<file path="config.mk">
export PLATFORM = sky130hd
export DESIGN_NAME = salc_way_scan
export DESIGN_NICKNAME = d
export VERILOG_FILES = /design/src/hdl/set_assoc_lru_cache_tag_model_unit_defines.svh /design/src/hdl/salc_pkg.sv /design/src/hdl/salc_way_scan.sv
export SDC_FILE = /design/constraint.sdc
export NUM_CORES = 1
export LEC_CHECK = 0
export ABC_CLOCK_PERIOD_IN_PS = 4900
export BUFFER_PORTS_ARGS = -buffer_cell sky130_fd_sc_hd__buf_2
export CAP_MARGIN = 30
export CORE_AREA = 2 2 121 64
export CTS_CLUSTER_DIAMETER = 40
export DETAILED_ROUTE_END_ITERATION = 10
export DIE_AREA = 0 0 123 66
export GPL_ROUTABILITY_DRIVEN = 0
export PLACE_DENSITY = 0.95
export SLEW_MARGIN = 20
export SYNTH_ARGS = -nofsm -noshare
export SYNTH_HDL_FRONTEND = slang
export SYNTH_SLANG_ARGS = --single-unit
export TNS_END_PERCENT = 30
</file>
<file path="constraint.sdc">
create_clock -name i_clk -period 4.9 [get_ports i_clk]
set_input_delay 0.735 -clock i_clk [delete_from_list [all_inputs] [get_ports i_clk]]
set_output_delay 0.735 -clock i_clk [all_outputs]
set_load 0.01 [all_outputs]
</file>
<file path="src/hdl/set_assoc_lru_cache_tag_model_unit_defines.svh">
// Assertion macros for the set-associative LRU tag store.
// Used by the top level only; expects i_clk and i_rst_n in scope.
`ifndef SET_ASSOC_LRU_CACHE_TAG_MODEL_UNIT_DEFINES_SVH
`define SET_ASSOC_LRU_CACHE_TAG_MODEL_UNIT_DEFINES_SVH

// Same-cycle implication, disabled during reset.
`define SALC_ASSERT_NOW(label, ante, cons, msg) \
    label: assert property (@(posedge i_clk) disable iff (!i_rst_n) (ante) |-> (cons)) \
        else $error(msg);

// Next-cycle implication, disabled during reset.
`define SALC_ASSERT_NEXT(label, ante, cons, msg) \
    label: assert property (@(posedge i_clk) disable iff (!i_rst_n) (ante) |=> (cons)) \
        else $error(msg);

`endif

</file>
<file path="src/hdl/salc_pkg.sv">
// Shared constants, codes and types for the set-associative LRU tag store.
// No dependencies; used by every module of the block.
`timescale 1ns / 1ps

package salc_pkg;

    localparam int DEF_MAX_SET_BITS = 6;
    localparam int DEF_MAX_WAYS     = 8;

    localparam int ADDR_W       = 64;
    localparam int AGE_W        = 32;
    localparam int CNT_W        = 32;
    localparam int CMD_W        = 2;
    localparam int OUTC_W       = 2;
    localparam int CFG_IDX_W    = 2;
    localparam int CFG_DATA_W   = 6;
    localparam int SET_BITS_W   = 3;
    localparam int BLOCK_BITS_W = 6;
    localparam int WAYS_CFG_W   = 4;
    localparam int SHAMT_W      = 7;

    typedef logic [CMD_W-1:0]     t_cmd;
    typedef logic [OUTC_W-1:0]    t_outcome;
    typedef logic [CFG_IDX_W-1:0] t_cfg_idx;

    localparam t_cmd CMD_LOAD    = 2'd0;
    localparam t_cmd CMD_STORE   = 2'd1;
    localparam t_cmd CMD_MODIFY  = 2'd2;
    localparam t_cmd CMD_INVALID = 2'd3;

    localparam t_outcome OUTC_HIT   = 2'd0;
    localparam t_outcome OUTC_MISS  = 2'd1;
    localparam t_outcome OUTC_EVICT = 2'd2;

    localparam t_cfg_idx CFG_SET_BITS   = 2'd0;
    localparam t_cfg_idx CFG_BLOCK_BITS = 2'd1;
    localparam t_cfg_idx CFG_WAYS       = 2'd2;

    localparam logic [SET_BITS_W-1:0]   RST_SET_BITS   = 3'd1;
    localparam logic [BLOCK_BITS_W-1:0] RST_BLOCK_BITS = 6'd4;
    localparam logic [WAYS_CFG_W-1:0]   RST_WAYS       = 4'd1;

    typedef struct packed {
        logic start;
        logic step;
    } t_scan_ctl;

    typedef struct packed {
        logic hit;
        logic has_free;
    } t_scan_flags;

endpackage

</file>
<file path="src/hdl/salc_way_scan.sv">
// Shared way compare unit: examines one way per step and keeps the hit way,
// the highest free way and the oldest way seen so far. Depends on salc_pkg.
`timescale 1ns / 1ps

module salc_way_scan #(
    parameter int MAX_WAYS = salc_pkg::DEF_MAX_WAYS
) (
    input  logic                                        i_clk,
    input  logic                                        i_rst_n,
    input  salc_pkg::t_scan_ctl                         i_ctl,
    input  logic [((MAX_WAYS > 1) ? $clog2(MAX_WAYS) : 1)-1:0] i_way,
    input  logic                                        i_valid,
    input  logic [salc_pkg::ADDR_W-1:0]                 i_tag,
    input  logic [salc_pkg::ADDR_W-1:0]                 i_key,
    input  logic [salc_pkg::AGE_W-1:0]                  i_age,
    output salc_pkg::t_scan_flags                       o_flags,
    output logic [((MAX_WAYS > 1) ? $clog2(MAX_WAYS) : 1)-1:0] o_hit_way,
    output logic [((MAX_WAYS > 1) ? $clog2(MAX_WAYS) : 1)-1:0] o_free_way,
    output logic [((MAX_WAYS > 1) ? $clog2(MAX_WAYS) : 1)-1:0] o_victim
);

    localparam int WAY_W = (MAX_WAYS > 1) ? $clog2(MAX_WAYS) : 1;

    logic                          r_hit;
    logic                          r_has_free;
    logic [WAY_W-1:0]              r_hit_way;
    logic [WAY_W-1:0]              r_free_way;
    logic [WAY_W-1:0]              r_victim;
    logic [salc_pkg::AGE_W-1:0]    r_best;

    always_ff @(posedge i_clk) begin
        if (!i_rst_n) begin
            r_hit      <= 1'b0;
            r_has_free <= 1'b0;
        end else if (i_ctl.start) begin
            r_hit      <= 1'b0;
            r_has_free <= 1'b0;
        end else if (i_ctl.step) begin
            if (i_valid && (i_tag == i_key)) begin
                r_hit <= 1'b1;
            end
            if (!i_valid) begin
                r_has_free <= 1'b1;
            end
        end
    end

    always_ff @(posedge i_clk) begin
        if (i_ctl.start) begin
            r_best   <= '0;
            r_victim <= '0;
        end else if (i_ctl.step) begin
            if (i_valid && (i_tag == i_key) && !r_hit) begin
                r_hit_way <= i_way;
            end
            if (!i_valid) begin
                r_free_way <= i_way;
            end
            if (i_age > r_best) begin
                r_best   <= i_age;
                r_victim <= i_way;
            end
        end
    end

    assign o_flags.hit      = r_hit;
    assign o_flags.has_free = r_has_free;
    assign o_hit_way        = r_hit_way;
    assign o_free_way       = r_free_way;
    assign o_victim         = r_victim;

endmodule

</file>
[Yosys cells after proc, flatten, opt, wreduce, memory -nomap -nowiden]
Cells that the tools add are included.
Word-level totals
  memory bits (writable): 0
  latch bits: 0
  flip-flop bits (word level): 43
  logic and storage cells: 20
  memories kept: 0
  memory bits (read-only): 0
Operators by class
  bitwise logic cells: 3
  multiply operators: 0
  muxes and demuxes: 0
  equality and inequality tests: 1
  $add $sub $neg: 0
  reduce and logical (&&, ||, !) cells: 9
  div/mod/pow operators: 0
  $lt $le $gt $ge: 1
  shifts and indexed selects: 0
Operators with widths (number)
  $eq A64 B64 Y1: 1
  $gt A32 B32 Y1: 1
  $reduce_and A2 Y1: 3
  $reduce_and A3 Y1: 2
  $not A1 Y1: 3
  $logic_and A1 B1 Y1: 2
  $reduce_or A2 Y1: 1
  $logic_not A1 Y1: 1

[Depth between registers and ports, before layout]
  depth after elaboration: 4
  mapped depth: 10
  gate-level depth less buffers: 8

[Least setup slack after synthesis]
Ideal clock, no wire load.
  path type: input port to flip-flop
  start: input port i_age[23] in the netlist's numbering
  end: register r_victim[0] (netlist: o_victim[0])
  arrival: 2.414 ns
  stages on the path: 9
  required time: 4.782 ns
  buffers on the path: 2
  slack: 2.368 ns
  cells stage by stage: ha_1 a211oi_2 o21ai_1 a221o_1 or2_0 o21a_1 buf_6 buf_12 mux2i_1
Between the ends
  cells in the longest elaborated chain, start to end: 2
Ends and longest elaborated chain
  start, declared: line salc_way_scan.sv:15  | input logic [salc_pkg::AGE_W-1:0] i_age,
  $gt A32 B32 Y1: line salc_way_scan.sv:59  | if (i_age > r_best) begin
  $reduce_and A2 Y1 (no source line)
  end signal, assigned: line salc_way_scan.sv:61  | r_victim <= i_way;
  end, declared: line salc_way_scan.sv:28  | logic [WAY_W-1:0] r_victim;
No other way between the ends.
A chain may end at the register's enable or synchronous reset.

[Final worst setup path]
  start: input port i_age[14] in the netlist's numbering
  end: register r_best[19] in the netlist's numbering
Between the ends
  cells in the longest elaborated chain, start to end: 2
Ends and longest elaborated chain
  $gt A32 B32 Y1: line salc_way_scan.sv:59
  $reduce_and A2 Y1 (no source line)
  end signal, assigned: line salc_way_scan.sv:60  | r_best <= i_age;
  end, declared: line salc_way_scan.sv:29  | logic [salc_pkg::AGE_W-1:0] r_best;
No other way between the ends.

==> run metrics <==
Mapped Cells 383; largest net degree at the start of global routing 74; Worst EP required 5100 ps; DIE AREA 8120 sq um; number of global-route vias before repair 3,255; sequential cell area fraction in the yosys report 0.269; first-pass GRT wire length 15.1 mm; Yosys cell types 41; DRC viols 0; Synth Cell Area 3420 sq um; Hold WC Path Type reg -> reg; most frequent cell after synthesis nand2b_1; #FFs+latches synth 43; worst path bufs/invs 2; Final Cycle Share 0.620; Fin Setup TNS 0 ps; final hold violation count 0; top post-synthesis cells by area dfxtp_1, nand2b_1, xor2_1; slowest stage cell on the critical path o21a_2; Pre-Repair DR Iteration Count 4; Post-synth EDFFs 6; vias roughly 3,300; Power Dens Cells 238 nW/um^2; post-DP HPWL 8.04 mm; final setup fails 0; CTS tree done; footprint of the multi-input gates between 2000 and 2500 sq um; Core Rows 22; Slew Limit Fails 0; CTS Sinks 43; Detailed Route WL slightly below 10 mm; total CTS buffers 5; Reg area 921 sq um; Inserted Diodes 0; Highest Clock Rate 329 MHz; die width 123 um; status completed; Max IR drop VDD 178 uV; Async SR Flop Fraction 0; Top Family by Delay on Critical Path compound AO/OA/AOI/OAI gates; Filler cells 586; Synth Flop Type dfxtp_1; critical path launch point type input pin; Power, Total 1.07 mW; I/O Buffers 178; Worst-Skew Late Latency 280 ps; min Tclk post-route between 3000 and 4000 ps; worst setup path category in -> reg; Final ANT Viol Nets 0; Area Overhead vs Synth 31.7%; num ports roughly 180; post-cts resize count 0; H-tree depth 2; CP endpoint kind register; antenna violations before repair 2; CP max FO 20; Wirelength per Cell ~15 um; effective utilization at floorplan 0.482; # Max-Cap Violations 0; Max clock buf depth 2; number of setup buffers added after CTS 0; synthesized area per cell 8.94 sq um; height of the die 66 um; CTS Root Buffer Type clkbuf_16; share of Yosys cell area claimed by the top area cell type 0.216; crit path DAT 3240 ps; worst slew pin tran about 570 ps; CP cell instances buf_2 > ha_1 > nand4_1 > nor4_1 > a21boi_0 > a211o_1 > o21a_2 > buf_12 > mux2i_1; synth cell count leaders nand2b_1, xor2_1, inv_1; Vias/cell 5.07; Hold-fix buffers, CTS 0; Leak 2.11 nW; Yosys warnings 0; area leader, netlist dfxtp_1; Max Clock Skew 5.27 ps; Overflow after GRT 0; Syn Nets 583; DR iter-0 viols 171; share of post-route cells with drive strength above 1 0.341; CP peak stage delay 500 ps; RSZ-0062 raised after global routing false; Core Footprint just over 7000 sq um; fin util 0.635; slew margin rel. 0.620; Final #Nets 756; Clock Pin Slew Worst Setup and Hold Paths approximately 60 ps; gr usage total 0.239
==> worst register-to-register path: cells and delay by family, from the launching register on <==
| family | cells | cell delay [ps] |
|---|---|---|
| AND/OR/NAND/NOR | 2 | 670 |
| flip-flops | 1 | 330 |
| buffers and inverters | 2 | 320 |
| adder cells (fa/ha/maj) | 1 | 310 |
| AO/OA/AOI/OAI | 3 | 910 |
| multiplexers | 1 | 230 |
==> placed cells by master, fill, tap and decap left out, drive strengths merged, types with 4 or more instances in the layout <==
| cell | n |
|---|---|
| a21oi | 11 |
| buf | 180 |
| clkbuf | 5 |
| dfxtp | 37 |
| edfxtp | 6 |
| ha | 32 |
| inv | 44 |
| mux2i | 35 |
| nand2 | 10 |
| nand2b | 70 |
| nand4 | 10 |
| nor2 | 4 |
| nor3 | 4 |
| nor4 | 14 |
| o22ai | 4 |
| xnor2 | 7 |
| xor2 | 48 |
==> registers in the layout, indices dropped and copies added (netlist names) <==
signal	count
r_best	32
o_free_way	3
o_hit_way	3
o_victim	3
r_has_free	1
r_hit	1
==> kinds of logic after synthesis <==
logic type      Yosys count  share of synthesized area
compound gates           39                     0.0800
xor+xnor                 55                      0.141
fa+ha+maj                32                      0.117
buf+inv                  58                     0.0822
flops                    43                      0.269
mux                      35                      0.102
simple gates            121                      0.209
==> path summary, 6_finish.rpt <==
check | startpoint | end | slack [ps] | cells after the start
max | i_age[14] | r_best[19] | 1860 | 9
min | r_has_free | r_has_free | 470 | 1
max reg2reg | r_best[14] | r_best[19] | 2050 | 9
min reg2reg | r_has_free | r_has_free | 470 | 1
==> through the flow <==
stage	hold slack, ps	cells	worst slack (ps)	cell area [sq um]
after floorplan	442	383	2370	3420
final	468	653	1860	4510
after detailed placement	459	644	1590	4340
after global placement	445	643	1590	4320
after global routing	489	653	1710	4510
after CTS	472	652	1880	4480
==> power breakdown <==
part | internal, mW | switching, mW | total [mW]
Combinational | 0.175 | 0.168 | 0.342
Clock | 0.186 | 0.137 | 0.323
Sequential | 0.390 | 0.0174 | 0.407
==> final cells by class <==
| type | count | area share |
|---|---|---|
| Sequential cell | 43 | 0.204 |
| Clock inverter | 3 | 0.00333 |
| Timing Repair Buffer | 180 | 0.208 |
| Inverter | 44 | 0.0366 |
| Multi-Input combinational cell | 282 | 0.493 |
| Clock buffer | 5 | 0.0278 |
| Tap cell | 96 | 0.0267 |
==> layer usage <==
metal	global-route usage	part of all wire	vias to the layer above
met5	0	0.0027	-
met4	0.0469	0.011	4
met3	0.0647	0.082	21
met1	0.294	0.44	1526
met2	0.423	0.47	119
li1	-	-	1641
Power figures use the tool's default switching activity.
